<file path="config.mk">
export PLATFORM = sky130hd
export DESIGN_NAME = gbe_jobq
export DESIGN_NICKNAME = d
export VERILOG_FILES = /design/src/sv/gbe_pkg.sv /design/src/sv/gbe_jobq.sv
export SDC_FILE = /design/constraint.sdc
export NUM_CORES = 1
export LEC_CHECK = 0
export BUFFER_PORTS_ARGS = -buffer_cell sky130_fd_sc_hd__buf_2
export CAP_MARGIN = 20
export CELL_PAD_IN_SITES_DETAIL_PLACEMENT = 1
export CELL_PAD_IN_SITES_GLOBAL_PLACEMENT = 1
export CORE_ASPECT_RATIO = 1.2
export CORE_UTILIZATION = 40
export DETAILED_ROUTE_END_ITERATION = 10
export GPL_ROUTABILITY_DRIVEN = 0
export PLACE_DENSITY = 0.83
export SLEW_MARGIN = 20
export SYNTH_ARGS = -nofsm -noshare
export SYNTH_HDL_FRONTEND = slang
export SYNTH_SLANG_ARGS = --single-unit
export TNS_END_PERCENT = 30
</file>
<file path="constraint.sdc">
create_clock -name clk -period 6.25 [get_ports clk]
set_clock_uncertainty 0.15 [all_clocks]
set_input_delay 0.3125 -clock clk [delete_from_list [all_inputs] [get_ports clk]]
set_output_delay 0.3125 -clock clk [all_outputs]
set_load 0.1 [all_outputs]
</file>
<file path="src/sv/gbe_pkg.sv">
// shared types, constants and kernel table for the 5x5 blur
`timescale 1ns / 1ps
package gbe_pkg;
    localparam int MAX_WIDTH = 1024;
    localparam int COL_W = $clog2(MAX_WIDTH);
    localparam int RING_ROWS = 8;
    localparam int RING_W = $clog2(RING_ROWS);
    localparam int ADDR_W = RING_W + COL_W;
    localparam int ROW_W = 13;
    localparam int WID_W = 11;
    localparam int HGT_W = 13;
    localparam int SUM_W = 16;
    localparam int WT_W = 8;
    localparam int PIX_W = 8;

    typedef struct packed {
        logic [ROW_W-1:0] row;
        logic [COL_W-1:0] col;
        logic             last;
    } job_t;

    typedef struct packed {
        logic [PIX_W-1:0] blurred;
        logic             frame_end;
    } res_t;

    typedef struct packed {
        logic idle;
    } be_stat_t;

    function automatic logic [3:0] kern_weight(input logic [2:0] dy, input logic [2:0] dx);
        logic [1:0] r;
        logic [1:0] c;
        logic [3:0] k;
        r = (dy > 3'd2) ? 2'(3'd4 - dy) : dy[1:0];
        c = (dx > 3'd2) ? 2'(3'd4 - dx) : dx[1:0];
        case ({r, c})
            4'b0000: k = 4'd2;
            4'b0001: k = 4'd4;
            4'b0010: k = 4'd5;
            4'b0100: k = 4'd4;
            4'b0101: k = 4'd9;
            4'b0110: k = 4'd12;
            4'b1000: k = 4'd5;
            4'b1001: k = 4'd12;
            4'b1010: k = 4'd15;
            default: k = 4'd0;
        endcase
        return k;
    endfunction
endpackage

</file>
<file path="src/sv/gbe_jobq.sv">
// two-entry queue of output jobs between front and back
`timescale 1ns / 1ps
module gbe_jobq
    import gbe_pkg::*;
(
    input  logic clk,
    input  logic rst_n,
    input  logic wr_en,
    input  job_t wr_data,
    input  logic rd_en,
    output job_t rd_data,
    output logic full,
    output logic empty
);
    job_t       q_reg [2];
    logic       wp_reg;
    logic       rp_reg;
    logic [1:0] cnt_reg;

    assign full = (cnt_reg == 2'd2);
    assign empty = (cnt_reg == 2'd0);
    assign rd_data = q_reg[rp_reg];

    always_ff @(posedge clk)
    begin
        if (wr_en && !full)
        begin
            q_reg[wp_reg] <= wr_data;
        end
    end

    always_ff @(posedge clk or negedge rst_n)
    begin
        if (!rst_n)
        begin
            wp_reg <= 1'b0;
            rp_reg <= 1'b0;
            cnt_reg <= 2'd0;
        end
        else
        begin
            if (wr_en && !full)
            begin
                wp_reg <= ~wp_reg;
            end
            if (rd_en && !empty)
            begin
                rp_reg <= ~rp_reg;
            end
            cnt_reg <= cnt_reg + 2'(wr_en && !full) - 2'(rd_en && !empty);
        end
    end
endmodule

</file>
==> results.txt, run 1 <==
* Worst setup path startpoint: rp_reg$_DFFE_PN0P_
- Post-Synth XOR/XNOR Area: 1.722%
* HPWL reported at the end of detailed placement: 2451 µm
* Wire length per cell after detailed routing: 15.51 µm
- Reg-to-reg critical path startpoint: cnt_reg[1]$_DFF_PN0_
- Total congestion overflow: 0
- Clock latency on the worst-skew pair: 0.29 ns
- For this run, the slowest stage of the critical path takes 0.40 ns.
- Cell count after synthesis: 93
- Tcrit/Tclk final: 35.26%
- After clock tree synthesis, the flow added hold-fix buffers numbering 1.
- Vert. Die Dim: 80.13 µm
- Root Buffer Master: sky130_fd_sc_hd__clkbuf_8
* Setup crit end: rd_data[3]
- Cells with a size suffix above 1 make up 57.52% of the layout.
- Cells traversed along the worst timing path: buf_4 > mux2_2 > buf_2
- Counting instances in the post-synthesis netlist gives the leading cell types as 48 x sky130_fd_sc_hd__edfxtp_1, 19 x sky130_fd_sc_hd__mux2_4, 5 x sky130_fd_sc_hd__mux2_2.
- Synthesis inferred 52 register bits.
* Vias in the first global route: 1061
* Capturing element type of the critical path: output port
- Crit path max fanout: 24
- Critical path arrival: 1.74 ns
* Worst R2R End: cnt_reg[1]$_DFF_PN0_
- The synthesized netlist devotes 0% of its cell area to compound gates.
* Met1 routed wirelength after detailed routing: 1198 µm
* Number of gates resized after CTS: 0
* Final max-slew violation count: 0
- The first global-routing pass estimated 4947 µm of wire.
- In the post-synthesis netlist, the biggest area contributors are sky130_fd_sc_hd__edfxtp_1 71%, sky130_fd_sc_hd__mux2_4 14%, sky130_fd_sc_hd__dfrtp_1 4.9%.
- Run status: finished clean
* Number of primary I/O pins: 54
- Data required time at the worst endpoint: 5.79 ns
- Vias: 991
- Critical Setup Path Class: flop to output port
- Number of input and output port buffers inserted: 53
- Area of the core: 0.004905 mm²
* Maximum count of clock buffers along a single path: 2
- For this block, the initial DRC count from the detailed router was 36.
- Buffers inserted during clock tree synthesis total 5.
* Fin Setup TNS: 0 ns
- Die W: 67.11 µm
- Detailed Routing Iterations Pass 1: 3
- Placement row count: 28
- By area, the combinational part of the netlist is dominated by multiplexers.
- Setup repair after global routing left no endpoint under its margin.
* Synthesized area divided by synthesized cell count: 21.88 µm²
* Post-layout nets: 182
- Proportion of synthesized flip-flops having asynchronous set or reset: 7.692%
* Flip-flop count of the largest register after layout: 48
- The number of antenna diodes in the final layout is 0.
- In the synthesized netlist, mux cells make up 16.79% of the area.
- For this run, the leading register cell type out of synthesis is sky130_fd_sc_hd__edfxtp_1.
- Once detail routing completed, the nets flagged for antenna violations numbered 0.
- The slowest stage of the critical path is the sky130_fd_sc_hd__mux2_2 cell.
- Sequential cell area fraction in the yosys report: 75.77%
* Cell count of the worst reg-to-reg path: 7
* Startpoint types: flop
- Count leader, synth: sky130_fd_sc_hd__edfxtp_1
- The number of antenna violations at the first check in global routing came to 0.
- In this run, distinct cell masters in the synthesized netlist total 15.
* Die area: 0.005377 mm²
- Top achievable clock speed: 453.8 MHz
- Synthesized Nets: 123
- Largest net degree at the start of global routing: 25
* Clock period minus worst slack: 2.203 ns
- Of the total synthesized cell area, the portion taken by full adders, half adders and majority gates is 1.230%.
- Average vias per placed instance: 4.653
* Met2 routed wirelength: 1876 µm
- From synthesis to final layout, the design area changed by 19.86%.
- Count of flip-flops with a built-in enable after synthesis: 48
- After Yosys synthesis, and, or, nand and nor cells account for 1.599% of the synthesized area.
- Total global routing track utilization: 13.10%
* Clock net sink count: 52
- The worst hold path belongs to the class input pin to flop.
- Initial Util: 41.48%
- The worst pin sits at a relative slew slack of 53.53%.
- Hold Vio Cnt, Final: 0
- Worst Setup Slack, final: 4.047 ns
- Prior to clock tree synthesis, the placed netlist has a worst setup slack of 4.205 ns.
- Slew at the pin with the worst max-slew slack: 0.6954 ns
* Clock tree from TritonCTS: built
* Setup violations, final: 0
* Clock transition at the registers of the reported paths: 0.09 ns
- Synth warn: 0
* Routed wire length on met3: 169 µm
- For this block, the routed nets add up to 3303 µm of wire.
* Post-synth top area share: 70.85%
* Cell area after synthesis: 0.002034 mm²
* H-tree Lvls: 2
* Top cell type by total area after synthesis: sky130_fd_sc_hd__edfxtp_1
* Post-CTS Setup Repair Bufs: 0
- Reg-to-reg setup timing slack: 4.44 ns
- For this run, design rule violations remaining after detail routing come to 0.
- Top metal layer carrying routed signals: met4
* Max-capacitance violation count: 0
## kinds of logic (layout without fill, tap and decap cells)
group / count (synthesis) / in the layout
mux: 24 / 24
buf+inv: 5 / 65
fa+ha+maj: 2 / 2
flops: 52 / 52
xor+xnor: 4 / 4
simple gates: 6 / 6
## worst min path at each step
| stage | cells past startpoint | slack [ns] | endpoint | start |
|---|---|---|---|---|
| floorplan | 0 | -0.13 | cnt_reg[0]$_DFF_PN0_ | rst_n |
| global placement | 1 | -0.03 | cnt_reg[0]$_DFF_PN0_ | rst_n |
| detailed placement | 1 | -0.03 | cnt_reg[0]$_DFF_PN0_ | rst_n |
| CTS | 1 | 0.04 | q_reg[0][20]$_DFFE_PP_ | wr_data[20] |
| global route | 1 | 0.04 | q_reg[0][15]$_DFFE_PP_ | wr_data[15] |
| finish | 1 | 0.05 | q_reg[0][13]$_DFFE_PP_ | wr_data[13] |
## per-stage QoR
| step | hold slack (ns) | cell area [µm²] | util [%] | cells |
|---|---|---|---|---|
| 2_1_floorplan | -0.1331 | 2034 | - | 93 |
| 3_3_place_gp | -0.03286 | 2333 | 47.58 | 204 |
| 3_5_place_dp | -0.02614 | 2338 | 47.68 | 204 |
| 4_1_cts | 0.04167 | 2437 | 49.69 | 213 |
| 5_1_grt | 0.04218 | 2439 | 49.72 | 213 |
| 6_report | 0.05280 | 2439 | 49.72 | 213 |
## cell usage in the layout, fill, tap and decap left out
cell                             n
sky130_fd_sc_hd__clkbuf_1        1
sky130_fd_sc_hd__dfrtp_1         4
sky130_fd_sc_hd__edfxtp_1       48
sky130_fd_sc_hd__clkinv_4        1
sky130_fd_sc_hd__clkinvlp_4      1
sky130_fd_sc_hd__clkbuf_8        5
sky130_fd_sc_hd__inv_1           2
sky130_fd_sc_hd__dlygate4sd3_1   1
sky130_fd_sc_hd__nor2b_2         1
sky130_fd_sc_hd__mux2_4         19
sky130_fd_sc_hd__nand2_1         1
sky130_fd_sc_hd__xnor2_1         3
sky130_fd_sc_hd__nand2b_1        1
sky130_fd_sc_hd__ha_1            2
sky130_fd_sc_hd__nor2_1          1
sky130_fd_sc_hd__and3_2          1
sky130_fd_sc_hd__xor2_1          1
sky130_fd_sc_hd__mux2_2          5
sky130_fd_sc_hd__nor2_4          1
sky130_fd_sc_hd__buf_4           1
sky130_fd_sc_hd__buf_2          53
## cell type report
| type | instances | area, µm² |
|---|---|---|
| Fill cell | 503 | 2466 |
| Sequential cell | 52 | 1541 |
| Multi-Input combinational cell | 36 | 442.9 |
| Timing Repair Buffer | 55 | 282.8 |
| Tap cell | 60 | 75.07 |
| Clock buffer | 6 | 72.57 |
| Clock inverter | 2 | 16.27 |
| Inverter | 2 | 7.507 |
## critical path: cells and delay by family (launching register included)
kind / cells / cell delay, ns
muxes: 1 / 0.40
buffers and inverters: 2 / 0.68
DFF: 1 / 0.37
## layer usage
layer / track usage, % / up-vias
met5: 0 / -
met4: 5.745 / 0
met3: 3.409 / 5
met2: 24.20 / 35
met1: 13.43 / 482
li1: - / 469
Power of run 1 is left out: the tool's default activity adds up to more than one toggle a clock period on the data nets, which glitch-free logic cannot reach.
==> run 2, diff against run 1 <==
- ABC_AREA: unset -> 1
- CORE_UTILIZATION: 40 -> 36
- PLACE_DENSITY: 0.83 -> 0.84
- clock period: 6.25 -> 2 ns (I/O delays scaled with it)
==> results.txt, run 2 <==
- The clock sink total came to 52 (unchanged).
* Number of buffers created by CTS: 5 (unchanged)
* Global-route wire length before repair: 7348 µm (was 4947 µm)
- The gate count of the mapped netlist came to 159 (was 93).
- The antenna diode count was 0 (unchanged).
* Top achievable clock speed: 545.1 MHz
* Biggest area contributors in the synthesized netlist: sky130_fd_sc_hd__edfxtp_1 72%, sky130_fd_sc_hd__nand2_1 16%, sky130_fd_sc_hd__dfrtp_1 5.0% (was sky130_fd_sc_hd__edfxtp_1 71%, sky130_fd_sc_hd__mux2_4 14%, sky130_fd_sc_hd__dfrtp_1 4.9%)
* Slew at the pin with the worst max-slew slack: 0.4841 ns (was 0.6954 ns)
* Post-synthesis register bit count: 52 (unchanged)
- Proportion of synthesized flip-flops having asynchronous set or reset: 7.692% (unchanged)
- The area of the mapped netlist is 0.001999 mm² (was 0.002034 mm²).
- Post-CTS Setup Repair Bufs: 0 (unchanged)
* Layout area overhead: 57.07% (was 19.86%)
- Total congestion overflow: 0 (unchanged)
- The flip-flop count of the largest register after layout is 48 (unchanged).
* Total detailed-routing wirelength: 4557 µm (was 3303 µm)
- Proportion of layout cells with a drive suffix above 1: 27.71% (was 57.52%)
* Vert. Die Dim: 83.64 µm (was 80.13 µm)
* Clock latency on the worst-skew pair: 0.29 ns (about the same)
- Tcrit/Tclk final: 91.73%
- The clock tree root driver cell is sky130_fd_sc_hd__clkbuf_8 (unchanged).
* Cell family contributing the most delay on the critical path: flip-flops (was buffers and inverters)
- Top cell type by total area after synthesis: sky130_fd_sc_hd__edfxtp_1 (unchanged)
* Post-Route Hold Slack: 0.3602 ns (was 0.05280 ns)
- The area share of the largest cell type after synthesis is 72.09% (was 70.85%).
- The count of max-cap constraint violations was 0 (unchanged).
* Antenna violations before repair: 0 (unchanged)
- The post-synthesis cell type count was 10 (was 15).
- Number of DRC markers in iteration 0: 32 (was 36)
- The mean routed wirelength per cell came to 14.65 µm (was 15.51 µm).
* Area of the core: 0.005334 mm² (was 0.004905 mm²)
* Vias in the first global route: 1540 (was 1061)
* Core occupancy in the finished layout: 58.88% (was 49.72%)
* Post-synth top cells: 85 x sky130_fd_sc_hd__nand2_1, 48 x sky130_fd_sc_hd__edfxtp_1, 10 x sky130_fd_sc_hd__inv_1 (was 48 x sky130_fd_sc_hd__edfxtp_1, 19 x sky130_fd_sc_hd__mux2_4, 5 x sky130_fd_sc_hd__mux2_2)
- Total global routing track utilization: 16.66% (was 13.10%)
- Synthesized area divided by synthesized cell count: 12.57 µm² (was 21.88 µm²)
* Number of gates resized after CTS: 0 (unchanged)
* Average vias per placed instance: 4.540 (was 4.653)
* Synth warn: 0 (unchanged)
- The maximum cell stage delay along the critical path was 0.63 ns (was 0.40 ns).
- Most common cell after layout, fill and taps aside: sky130_fd_sc_hd__nand2_1 (was sky130_fd_sc_hd__buf_2)
* HPWL reported at the end of detailed placement: 3109 µm (was 2451 µm)
- The number of routed nets with antenna violations was 0 (unchanged).
- Run status: finished clean (unchanged)
* H-tree Lvls: 2 (unchanged)
- Capturing element type of the critical path: output port (unchanged)
- Total DRC errors in the routed layout: 0 (unchanged)
- Fin Setup TNS: 0 ns (unchanged)
- Count leader, synth: sky130_fd_sc_hd__nand2_1 (was sky130_fd_sc_hd__edfxtp_1)
* Detailed Routing Iterations Pass 1: 4 (was 3)
- The worst slew margin relative to its limit was 67.95% (was 53.53%).
- The TritonCTS clock tree is built (unchanged).
- The initial standard-cell utilization of the core is 37.49% (was 41.48%).
- Post-layout nets: 278 (was 182)
- Highest-count cells in the layout ignoring fill and taps: 85 x sky130_fd_sc_hd__nand2_1, 48 x sky130_fd_sc_hd__edfxtp_1, 29 x sky130_fd_sc_hd__buf_2 (was 53 x sky130_fd_sc_hd__buf_2, 48 x sky130_fd_sc_hd__edfxtp_1, 19 x sky130_fd_sc_hd__mux2_4).
* Cells traversed along the worst timing path: buf_4 > nand2_1 > nand2_1 > buf_12 (was buf_4 > mux2_2 > buf_2)
- The site row count is 29 (was 28).
* Slowest cell on the critical path: sky130_fd_sc_hd__dfrtp_1 (was sky130_fd_sc_hd__mux2_2)
- The number of input and output port buffers inserted was 53 (unchanged).
- Setup repair after global routing missed its margin: false (unchanged)
- The arrival time of data at the critical path endpoint is 1.58 ns (was 1.74 ns).
- The total buffers and inverters traversed by the critical path is 2 (unchanged).
* Largest net degree at the start of global routing: 26 (was 25)
- Classification of the worst-slack hold path: flop to flop (was input pin to flop)
* Crit path max fanout: 9 (was 24)
- The total nets after synthesis was 189 (was 123).
- The maximum number of buffers from clock root to sink was 2 (unchanged).
- The post-CTS clock slew at the launch and capture registers of the worst setup and hold paths is 0.09 ns (about the same).
- The count of flip-flops with a built-in enable after synthesis was 48 (unchanged).
* Startpoint types: flop (unchanged)
- The total count of hold-check failures in the final report is 0 (unchanged).
* Clock period minus worst slack: 1.835 ns
- The number of hold-repair buffers added at the cts stage came to 28 (was 1).
* Critical Setup Path Class: flop to output port (unchanged)
* Number of primary I/O pins: 54 (unchanged)
- The final number of setup-violating endpoints is 0 (unchanged).
- Main synth FF type: sky130_fd_sc_hd__edfxtp_1 (unchanged)
- Sequential cell area fraction in the yosys report: 77.10% (was 75.77%)
* Die W: 70.03 µm (was 67.11 µm)
- The area of the die is 0.005857 mm² (was 0.005377 mm²).
* Most prevalent standard cell on the critical path: sky130_fd_sc_hd__nand2_1
* Final max-slew violation count: 0 (unchanged)
- The endpoint required time on the critical path is 1.75 ns (was 5.79 ns).
- Vias: 1412 (was 991)
-- run 2: final timing paths --
path                            slack, ns              endpoint                  from  cells after the start
worst max-delay path                 0.17           rd_data[10]    rp_reg$_DFFE_PN0P_                      4
worst min-delay path                 0.36    wp_reg$_DFFE_PN0P_    wp_reg$_DFFE_PN0P_                      2
worst max register to register       0.39  cnt_reg[1]$_DFF_PN0_  cnt_reg[1]$_DFF_PN0_                      9
worst min register to register       0.36    wp_reg$_DFFE_PN0P_    wp_reg$_DFFE_PN0P_                      2
max in group asynchronous            0.99    rp_reg$_DFFE_PN0P_                 rst_n                      3
min in group asynchronous            0.54    wp_reg$_DFFE_PN0P_                 rst_n                      3
-- run 2: layout make-up --
| cell class | count | area, µm² |
|---|---|---|
| clock inverter | 3 | 90.09 |
| clock buffer | 5 | 68.82 |
| timing repair buffer | 87 | 950.9 |
| tap | 62 | 77.57 |
| inverter | 11 | 46.29 |
| multi-input combinational | 91 | 365.4 |
| sequential | 52 | 1541 |
| fill | 527 | 2193 |
-- run 2: per-layer routing --
layer  share of wire [%]  routed length [µm]  GRT usage [%]  vias to the layer above
met5                   0                   0              0                        -
met4                0.66                  30          4.909                        0
met3                 2.0                  92          2.295                        4
met2                  59                2680          32.95                       30
met1                  38                1753          17.89                      681
li1                    -                   -              -                      697
-- run 2: stage by stage --
step / std cells / instance area [µm²] / worst slack [ns]
6_report: 311 / 3141 / 0.1654
5_1_grt: 311 / 3141 / 0.07290
4_1_cts: 311 / 3141 / 0.1468
3_5_place_dp: 275 / 2701 / 0.4064
3_3_place_gp: 275 / 2701 / 0.4937
2_1_floorplan: 159 / 2002 / 0.2528
-- run 2: worst register-to-register path, cell delays in order, from the launching register on --
cell	delay (ns)
sky130_fd_sc_hd__dfrtp_1	0.41
sky130_fd_sc_hd__inv_1	0.09
sky130_fd_sc_hd__nand2_1	0.10
sky130_fd_sc_hd__nand2_1	0.09
sky130_fd_sc_hd__inv_1	0.05
sky130_fd_sc_hd__ha_1	0.26
sky130_fd_sc_hd__inv_1	0.04
sky130_fd_sc_hd__ha_1	0.18
sky130_fd_sc_hd__nand3_1	0.09
sky130_fd_sc_hd__nand2_1	0.06
-- run 2: cells by family after synthesis --
group / count (synthesis) / share of synthesized area (%)
adders and majority gates: 2 / 1.251
buffers and inverters: 16 / 4.756
and+or+nand+nor: 89 / 16.90
DFF: 52 / 77.10
Power of run 2 is left out for the same reason.
