==> config.mk <==
export PLATFORM = sky130hd
export DESIGN_NAME = gbe_outq
export DESIGN_NICKNAME = d
export VERILOG_FILES = /design/src/sv/gbe_pkg.sv /design/src/sv/gbe_outq.sv
export SDC_FILE = /design/constraint.sdc
export NUM_CORES = 1
export LEC_CHECK = 0
export BUFFER_PORTS_ARGS = -buffer_cell sky130_fd_sc_hd__buf_2
export CAP_MARGIN = 25
export CORE_MARGIN = 2
export CORE_UTILIZATION = 35
export CTS_CLUSTER_DIAMETER = 30
export DETAILED_ROUTE_END_ITERATION = 7
export SETUP_SLACK_MARGIN = 0.15
export SLEW_MARGIN = 20
export SYNTH_ARGS = -nofsm -noshare
export SYNTH_HDL_FRONTEND = slang
export SYNTH_SLANG_ARGS = --single-unit
export TNS_END_PERCENT = 50
==> constraint.sdc <==
create_clock -name clk -period 3.2 [get_ports clk]
set_input_delay 0.32 -clock clk [delete_from_list [all_inputs] [get_ports clk]]
set_output_delay 0.32 -clock clk [all_outputs]
set_load 0.01 [all_outputs]
==> src/sv/gbe_pkg.sv <==
// shared types, constants and kernel table for the 5x5 blur
`timescale 1ns / 1ps
package gbe_pkg;
    localparam int MAX_WIDTH = 1024;
    localparam int COL_W = $clog2(MAX_WIDTH);
    localparam int RING_ROWS = 8;
    localparam int RING_W = $clog2(RING_ROWS);
    localparam int ADDR_W = RING_W + COL_W;
    localparam int ROW_W = 13;
    localparam int WID_W = 11;
    localparam int HGT_W = 13;
    localparam int SUM_W = 16;
    localparam int WT_W = 8;
    localparam int PIX_W = 8;

    typedef struct packed {
        logic [ROW_W-1:0] row;
        logic [COL_W-1:0] col;
        logic             last;
    } job_t;

    typedef struct packed {
        logic [PIX_W-1:0] blurred;
        logic             frame_end;
    } res_t;

    typedef struct packed {
        logic idle;
    } be_stat_t;

    function automatic logic [3:0] kern_weight(input logic [2:0] dy, input logic [2:0] dx);
        logic [1:0] r;
        logic [1:0] c;
        logic [3:0] k;
        r = (dy > 3'd2) ? 2'(3'd4 - dy) : dy[1:0];
        c = (dx > 3'd2) ? 2'(3'd4 - dx) : dx[1:0];
        case ({r, c})
            4'b0000: k = 4'd2;
            4'b0001: k = 4'd4;
            4'b0010: k = 4'd5;
            4'b0100: k = 4'd4;
            4'b0101: k = 4'd9;
            4'b0110: k = 4'd12;
            4'b1000: k = 4'd5;
            4'b1001: k = 4'd12;
            4'b1010: k = 4'd15;
            default: k = 4'd0;
        endcase
        return k;
    endfunction
endpackage

==> src/sv/gbe_outq.sv <==
// two-entry result queue driving the output side
`timescale 1ns / 1ps
module gbe_outq
    import gbe_pkg::*;
(
    input  logic clk,
    input  logic rst_n,
    input  logic wr_en,
    input  res_t wr_data,
    input  logic rd_en,
    output res_t rd_data,
    output logic full,
    output logic empty
);
    res_t       q_reg [2];
    logic       wp_reg;
    logic       rp_reg;
    logic [1:0] cnt_reg;

    assign full = (cnt_reg == 2'd2);
    assign empty = (cnt_reg == 2'd0);
    assign rd_data = q_reg[rp_reg];

    always_ff @(posedge clk)
    begin
        if (wr_en && !full)
        begin
            q_reg[wp_reg] <= wr_data;
        end
    end

    always_ff @(posedge clk or negedge rst_n)
    begin
        if (!rst_n)
        begin
            wp_reg <= 1'b0;
            rp_reg <= 1'b0;
            cnt_reg <= 2'd0;
        end
        else
        begin
            if (wr_en && !full)
            begin
                wp_reg <= ~wp_reg;
            end
            if (rd_en && !empty)
            begin
                rp_reg <= ~rp_reg;
            end
            cnt_reg <= cnt_reg + 2'(wr_en && !full) - 2'(rd_en && !empty);
        end
    end
endmodule

==> flow_metrics.tcl, run 1 <==
set metrics [dict create \
    relSlewSlack_pct 49.4 \
    core-area_sq_mm 0.00225 \
    cp.arrival_ns 1.46 \
    insertion_delay_ns 0.30 \
    tns_ns 0 \
    diodes 0 \
    tightest_slew_ns 0.756 \
    layout.cells.non_filler 101 \
    synth_top_cell_by_area "edfxtp_1" \
    clock_sinks 22 \
    hold_viol_final 0 \
    internal-power_w 0.000596 \
    finalClockSkew_ns 0.00781 \
    hp-class "in2reg" \
    port-buffer-count 23 \
    first_iter_violations 13 \
    placed_cells 96 \
    power_w 0.000862 \
    rsz0062_at_grt "false" \
    cp_slowest_cell "dfrtp_1" \
    critPathMaxFanout 10 \
    dp_slack_ns 1.58 \
    crit_path_start_kind "flop" \
    grt_antenna_before_repair 0 \
    ir_worst_vdd_v 0.000547 \
    async_reset_ff_share_pct 18.2 \
    synth-main-ff-cell "edfxtp_1" \
    seq_area_frac_synth_pct 75.4 \
    setup_violations 0 \
    dp_hpwl_um 889 \
    criticalPathCategory "reg2out" \
    clockPowerShare_pct 14.3 \
    whs_ns 0.203 \
    cpPeakStageDelay_ns 0.63 \
    cts_setup_buffers 0 \
    clk_pin_slew_ns 0.11 \
    cts_resized 0 \
    path_cells "mux2_2 -> buf_2" \
    fmax_mhz 562 \
    wirelength_um 1250 \
    drv_cap 0 \
    wl_per_cell_um 12.4 \
    clockBufferDepth 2 \
    synth.most_common_cell "edfxtp_1" \
    area_growth_pct 21.1 \
    htreeDepth 1 \
    p_leak_nw 0.418 \
    syn_area_per_cell_sq_um 18.5 \
    grt_overflow_total 0 \
    powerDensity_mw_per_mm2 838 \
    status "completed" \
    hold_buffers 1 \
    yosysWarnings 0 \
    p_sw_w 0.000266 \
    post-route-period-util_pct 55.6 \
    synth_edf_count 18 \
    synthDominantCellAreaShare_pct 63.6 \
    synth_seq_cells 22 \
    required_ns 2.88 \
    synth_common_cells "edfxtp_1 (18), mux2_2 (9), dfrtp_1 (4)" \
    synth_cell_types 13 \
    swShare_pct 30.8 \
    fin_ws_ns 1.42 \
    viasPerCell 4.44 \
    tritoncts "yes" \
    grt_pass1_wl_um 1740 \
    combinationalPowerShare_pct 33.3 \
    gp_congestion 0.703 \
    die_y_um 53.3 \
    core.rowCount 17 \
    syn_nets 61 \
    power_frac_seq_pct 52.4 \
    drc 0 \
    largest_reg_flops 18 \
    end_kind "primary output" \
    nets 89 \
    vias 448 \
    synthCells 46 \
    synth.area.top_cells "edfxtp_1 (64%), mux2_2 (12%), dfrtp_1 (12%)" \
    cts_buffers 3 \
    drt.antenna.violating_nets 0 \
    dieArea_sq_mm 0.00284 \
    netlist_area_sq_um 850 \
    drive_gt1_share_pct 49.3 \
    grt_max_degree 13 \
    drv_slew 0 \
    grt_pass1_vias 403 \
    period_minus_slack_ns 1.78 \
    ios 24 \
    grtUsageTotal_pct 9.40 \
    fp.dieW_um 53.3 \
    initial_utilization_pct 37.7 \
    cts_root_buffer "clkbuf_4" \
    firstDrtPassIters 2 \
]
==> layout by cell type, fill, tap and decap left out <==
| cell type | synthesis | final |
|---|---|---|
| nor2_1 | 2 | 2 |
| clkbuf_4 | 0 | 3 |
| clkbuf_1 | 0 | 1 |
| edfxtp_1 | 18 | 18 |
| nand2_1 | 1 | 1 |
| ha_1 | 2 | 2 |
| xnor2_1 | 3 | 3 |
| xor2_1 | 1 | 1 |
| buf_2 | 0 | 23 |
| nand2b_1 | 1 | 1 |
| dlygate4sd3_1 | 0 | 1 |
| nor2b_2 | 1 | 1 |
| inv_1 | 2 | 2 |
| mux2_2 | 9 | 9 |
| dfrtp_1 | 4 | 4 |
| and3_1 | 1 | 1 |
==> routing by layer <==
layer | wire length [um] | global-route usage [%] | vias up | part of all wire (%)
met5 | 0 | 0 | - | 0
met4 | 0 | 6.41 | 0 | 0
met3 | 86 | 2.26 | 0 | 6.9
met2 | 596 | 15.4 | 14 | 48
met1 | 569 | 10.7 | 210 | 45
li1 | - | - | 224 | -
==> critical path, delay by kind of cell (launching register included) <==
family,cells,cell delay [ns]
flip-flops,1,0.63
buffers and inverters,1,0.14
multiplexers,1,0.39
==> power by group through the flow <==
stage	registers (W)	clock network, W	logic [W]
floorplan	0.000426	0	0.000226
global placement	0.000457	0	0.000288
detailed placement	0.000459	0	0.000291
CTS	0.000453	0.000130	0.000294
global route	0.000462	0.000141	0.000316
finish	0.000451	0.000123	0.000287
==> stage by stage <==
stage	instance area, sq um	util, %
6_report	1030	45.6
4_1_cts	1030	45.6
5_1_grt	1030	45.6
2_1_floorplan	850	-
3_5_place_dp	992	44.0
3_3_place_gp	992	44.0
==> cell families after synthesis <==
group	share of synthesized area [%]
flip-flops	75.4
multiplexers	11.9
AND/OR/NAND/NOR	3.83
XOR/XNOR	4.12
buffers and inverters	1.77
adder cells (fa/ha/maj)	2.95
==> area by class of cell <==
type	count	area [sq um]
Fill cell	225	1230
Sequential cell	22	641
Multi-Input combinational cell	21	194
Timing Repair Buffer	24	125
Tap cell	28	35.0
Clock buffer	4	26.3
Inverter	2	7.51
==> final timing paths <==
kind                                 start          end  slack (ns)  depth (start not counted)
worst max-delay path                rp_reg   rd_data[3]        1.42                          2
max in group asynchronous            rst_n       rp_reg        2.72                          2
worst min-delay path            wr_data[7]  q_reg[0][7]        0.20                          1
min in group asynchronous            rst_n   cnt_reg[1]        0.35                          2
worst max register to register  cnt_reg[1]  q_reg[0][6]        1.62                          3
worst min register to register  cnt_reg[1]   cnt_reg[1]        0.51                          1
Power figures use the tool's default switching activity.
==> inputs of run 2 (changes only) <==
==> constraint.sdc (replaced) <==
create_clock -name clk -period 1.7 [get_ports clk]
set_input_delay 0.17 -clock clk [delete_from_list [all_inputs] [get_ports clk]]
set_output_delay 0.17 -clock clk [all_outputs]
set_load 0.01 [all_outputs]
==> run 2 against run 1 <==
Net effect: total power increased by 100%; cell count is 2.0% higher; largest cell class unchanged; wire length is 9.1% higher.
==> flow_metrics.tcl, run 2 (same netlist as run 1, synthesis figures left out) <==
set metrics [dict create \
    fin_ws_ns 0.187 \
    port-buffer-count 23 \
    grt_overflow_total 0 \
    layout.cells.non_filler 103 \
    end_kind "flop" \
    core-area_sq_mm 0.00225 \
    tightest_slew_ns 0.457 \
    core.rowCount 17 \
    drive_gt1_share_pct 61.3 \
    clock_sinks 22 \
    insertion_delay_ns 0.29 \
    layout_common_cells "buf_2 (23), edfxtp_1 (18), mux2_2 (9)" \
    drv_cap 0 \
    startpoint "cnt_reg[0]" \
    p_leak_nw 0.438 \
    tritoncts "yes" \
    fp.dieW_um 53.3 \
    finalClockSkew_ns 0.00583 \
    area_growth_pct 28.4 \
    nets 91 \
    wl_per_cell_um 13.3 \
    fmax_mhz 661 \
    grtUsageTotal_pct 10.5 \
    die_y_um 53.3 \
    wirelength_um 1370 \
    layout_commonest_cell "buf_2" \
    drc 0 \
    dieArea_sq_mm 0.00284 \
    drv_slew 0 \
    firstDrtPassIters 4 \
    initial_utilization_pct 37.7 \
    powerDensity_mw_per_mm2 1610 \
    largest_reg_flops 18 \
    hold_viol_final 0 \
    clockBufferDepth 2 \
    dp_slack_ns 0.167 \
    diodes 0 \
    drt.antenna.violating_nets 0 \
    r2r_start "cnt_reg[0]" \
    cts_root_buffer "clkbuf_4" \
    required_ns 1.88 \
    htreeDepth 1 \
    grt_pass1_vias 467 \
    grt_pass1_wl_um 1950 \
    critPathMaxFanout 3 \
    relSlewSlack_pct 69.6 \
    clk_pin_slew_ns 0.11 \
    status "completed" \
    cts_buffers 3 \
    rsz0062_at_grt "true" \
    placed_cells 98 \
    min_from "wr_data[5]" \
    period_minus_slack_ns 1.51 \
    dp_hpwl_um 994 \
    gp_congestion 0.719 \
    fill_cells 219 \
    criticalPathCategory "reg2reg" \
    grt_antenna_before_repair 0 \
    first_iter_violations 8 \
    viasPerCell 4.59 \
    vias 473 \
    setup_violations 0 \
    tns_ns 0 \
    crit_path_start_kind "flop" \
    ios 24 \
    hp-class "in2reg" \
    post-route-period-util_pct 89.0 \
    cp.arrival_ns 1.70 \
    ir_worst_vdd_v 0.000845 \
    grt_max_degree 13 \
]
-- run 2: cell types whose count changed in the layout (fill, tap and decap cells not counted), sizes merged --
cell and change:
buf +2
-- run 2: routing by layer --
metal / part of all wire, % / global-route usage [%]
met1: 40 / 10.6
met2: 56 / 18.3
met3: 2.6 / 0.847
met4: 2.0 / 10.3
met5: 0 / 0
-- run 2: repair_timing --
action / 4_1_cts / 5_1_grt
endpoints found under the setup margin: 10 / 3
hold endpoints to repair: 4 / 0
hold buffers: 1 / 0
setup buffers: 0 / 0
resized for setup: 1 / 8
-- run 2: report_power, final --
group | internal, W | switching, W | total [W]
Combinational | 0.000352 | 0.000295 | 0.000647
Clock | 0.0000912 | 0.000139 | 0.000230
Sequential | 0.000757 | 0.000120 | 0.000877
-- run 2: final timing paths --
kind | end | depth (start not counted) | slack (ns)
worst min register to register | wp_reg | 1 | 0.50
worst max-delay path | cnt_reg[1] | 7 | 0.19
worst max register to register | cnt_reg[1] | 7 | 0.19
max in group asynchronous | rp_reg | 2 | 1.37
worst min-delay path | q_reg[1][5] | 1 | 0.05
min in group asynchronous | cnt_reg[0] | 2 | 0.20
-- run 2: final cells by class --
class	count	area [sq um]	area share [%]
Sequential cell	22	643	58.9
Multi-Input combinational cell	21	239	21.9
Timing Repair Buffer	26	140	12.8
Tap cell	28	35.0	3.21
Clock buffer	4	26.3	2.41
Inverter	2	7.51	0.688
-- run 2: critical path, stage by stage, from the launching register on --
cell	delay, ns
dfrtp_1	0.44
nand2b_4	0.18
nand2_4	0.07
ha_4	0.26
inv_1	0.04
ha_2	0.17
xnor2_2	0.13
xnor2_1	0.12
-- run 2: stage by stage --
step / total power, W / cell area [sq um] / util, % / hold slack, ns
finish: 0.00175 / 1090 / 48.4 / 0.0545
global route: 0.00186 / 1090 / 48.4 / 0.0347
CTS: 0.00169 / 1050 / 46.4 / 0.0450
detailed placement: 0.00145 / 1010 / 44.8 / -0.0182
global placement: 0.00143 / 1010 / 44.8 / -0.0157
floorplan: 0.00124 / 852 / - / -0.126
==> inputs of run 3 (changes only) <==
--- a/config.mk
+++ b/config.mk
@@ -5,6 +5,7 @@
 export SDC_FILE = /design/constraint.sdc
 export NUM_CORES = 1
 export LEC_CHECK = 0
+export ABC_CLOCK_PERIOD_IN_PS = 1300
 export BUFFER_PORTS_ARGS = -buffer_cell sky130_fd_sc_hd__buf_2
 export CAP_MARGIN = 25
 export CORE_MARGIN = 2
==> constraint.sdc (replaced) <==
create_clock -name clk -period 1.3 [get_ports clk]
set_input_delay 0.13 -clock clk [delete_from_list [all_inputs] [get_ports clk]]
set_output_delay 0.13 -clock clk [all_outputs]
set_load 0.01 [all_outputs]
==> run 3 against run 2 <==
Net effect: the run now ends with negative setup slack left; wire length increased by 14%; design area up 24%; via count grew 14%; total power rose by 62%; worst setup slack lost 0.33 ns; clock skew is 0.0025 ns higher; count of clock-buffer cells in the layout is 1 lower; critical path type unchanged; largest power group is now combinational cells.
==> flow_metrics.tcl, run 3 (same netlist as run 1, synthesis figures left out) <==
set metrics [dict create \
    reg2reg_depth 7 \
    grt_pass1_wl_um 2350 \
    clockBufferDepth 2 \
    hold_viol_final 0 \
    port-buffer-count 23 \
    dp_slack_ns -0.193 \
    grt_overflow_total 0 \
    holdPathStages 1 \
    insertion_delay_ns 0.31 \
    finalClockSkew_ns 0.00828 \
    grt_max_degree 13 \
    critPathMostFrequentCell "ha_4" \
    initial_utilization_pct 37.7 \
    gp_congestion 0.659 \
    wirelength_um 1550 \
    area_growth_pct 59.5 \
    critPathMaxFanout 3 \
    required_ns 1.50 \
    wl_per_cell_um 12.6 \
    clock_sinks 22 \
    crit_buf_inv 1 \
    largest_reg_flops 18 \
    cts_buffers 3 \
    holdPathEnd "q_reg[0][6]" \
    cp.arrival_ns 1.64 \
    path_depth 7 \
    rsz0062_at_grt "true" \
    multi_input_area_sq_um 256 \
    powerDensity_mw_per_mm2 2100 \
    relSlewSlack_pct 88.1 \
    critical_path.top_delay_family "flip-flops" \
    post-route-util_pct 60.1 \
    fp.dieW_um 53.3 \
    r2r_start "cnt_reg[0]" \
    min_from "wr_data[6]" \
    period_minus_slack_ns 1.45 \
    final_cell_area_sq_mm 0.00136 \
    fin_ws_ns -0.148 \
    die_y_um 53.3 \
    fmax_mhz 691 \
    ir_worst_vdd_v 0.000965 \
    cpPeakStageDelay_ns 0.43 \
    core-area_sq_mm 0.00225 \
    tritoncts "yes" \
    layout_common_cells "edfxtp_1 (18), buf_6 (15), buf_2 (14)" \
    regArea_sq_um 643 \
    cts_root_buffer "clkbuf_4" \
    ios 24 \
    crit_path_start_kind "flop" \
    grt_pass1_vias 525 \
    whs_ns 0.0278 \
    first_iter_violations 0 \
    placed_area_sq_mm 0.00109 \
    tightest_slew_ns 0.178 \
    viasPerCell 4.40 \
    clk_pin_slew_ns 0.11 \
    grtUsageTotal_pct 12.8 \
    vias 541 \
    drc 0 \
    drv_slew 0 \
    status "finished with violations" \
    drt.antenna.violating_nets 0 \
    power_w 0.00285 \
    grt_antenna_before_repair 0 \
    nets 111 \
    fill_cells 191 \
    hp-class "in2reg" \
    drive_gt1_share_pct 64.2 \
    rr_endpoint "cnt_reg[1]" \
    layout_commonest_cell "edfxtp_1" \
    post-route-period-util_pct 111 \
    rrSetupSlack_ns -0.15 \
    setup_violations 29 \
    p_leak_nw 0.557 \
    dieArea_sq_mm 0.00284 \
    diodes 0 \
    violations "negative setup slack" \
    htreeDepth 1 \
    cp_slowest_cell "dfrtp_1" \
    dp_hpwl_um 1020 \
    core.rowCount 17 \
    end_kind "flop" \
    firstDrtPassIters 1 \
    criticalPathCategory "reg2reg" \
    drv_cap 0 \
    path_cells "nand2b_4 -> nand2_4 -> ha_4 -> inv_2 -> ha_4 -> xnor2_2 -> xnor2_1" \
]
## run 3: changes by cell type in the layout (fill, tap and decap cells not counted)
cell / before / now
buf_6: 0 / 15
buf_2: 23 / 14
buf_4: 2 / 9
dlygate4sd3_1: 1 / 8
clkbuf_1: 1 / 0
clkinv_1: 0 / 1
ha_2: 1 / 0
ha_4: 1 / 2
inv_1: 2 / 1
inv_2: 0 / 1
nor2_1: 1 / 0
nor2_4: 1 / 2
## run 3: power by group
part	switching [W]	internal [W]	total, W
clock network	0.000196	0.000112	0.000308
logic	0.000550	0.000886	0.00144
registers	0.000115	0.000989	0.00110
total	0.000862	0.00199	0.00285
## run 3: per-layer routing
metal / vias to the layer above / global-route usage, % / share of wire, %
met2: 14 / 20.8 / 53
met4: 0 / 10.3 / 3.7
li1: 266 / - / -
met3: 4 / 3.67 / 3.4
met5: - / 0 / 0
met1: 257 / 13.8 / 40
## run 3: metrics by stage
stage / setup TNS, ns / std cells
after floorplan: -0.162 / 46
after global placement: -0.136 / 103
after detailed placement: -0.237 / 103
after CTS: -2.24 / 117
after global routing: -4.47 / 123
final: -2.90 / 123
## run 3: worst max-delay path by stage
| stage | to | slack (ns) | startpoint |
|---|---|---|---|
| final | cnt_reg[1] | -0.15 | cnt_reg[0] |
| after global routing | full | -0.22 | cnt_reg[0] |
| after CTS | cnt_reg[1] | -0.15 | cnt_reg[0] |
| after detailed placement | cnt_reg[1] | -0.19 | cnt_reg[0] |
| after global placement | cnt_reg[1] | -0.14 | cnt_reg[1] |
| after floorplan | cnt_reg[1] | -0.15 | cnt_reg[1] |
## run 3: worst register-to-register path: cells and delay by family (launching register included)
kind          cells  cell delay [ns]
fa+ha+maj         2             0.40
flops             1             0.43
buf+inv           1             0.04
simple gates      2             0.23
xor+xnor          2             0.25
## run 3: final cells by class
type,count,share of cell area (%)
timing repair buffer,46,28.5
tap,28,2.59
clock buffer,3,1.66
sequential,22,47.5
clock inverter,1,0.277
multi-input combinational,21,18.9
inverter,2,0.554
## run 3: repair_timing
action | CTS | global route
endpoints found under the setup margin | 31 | 32
hold endpoints to repair | 10 | 7
hold buffers | 4 | 4
resized for setup | 16 | 4
setup buffers | 6 | 2
cloned | 0 | 0
pin swaps | 6 | 6
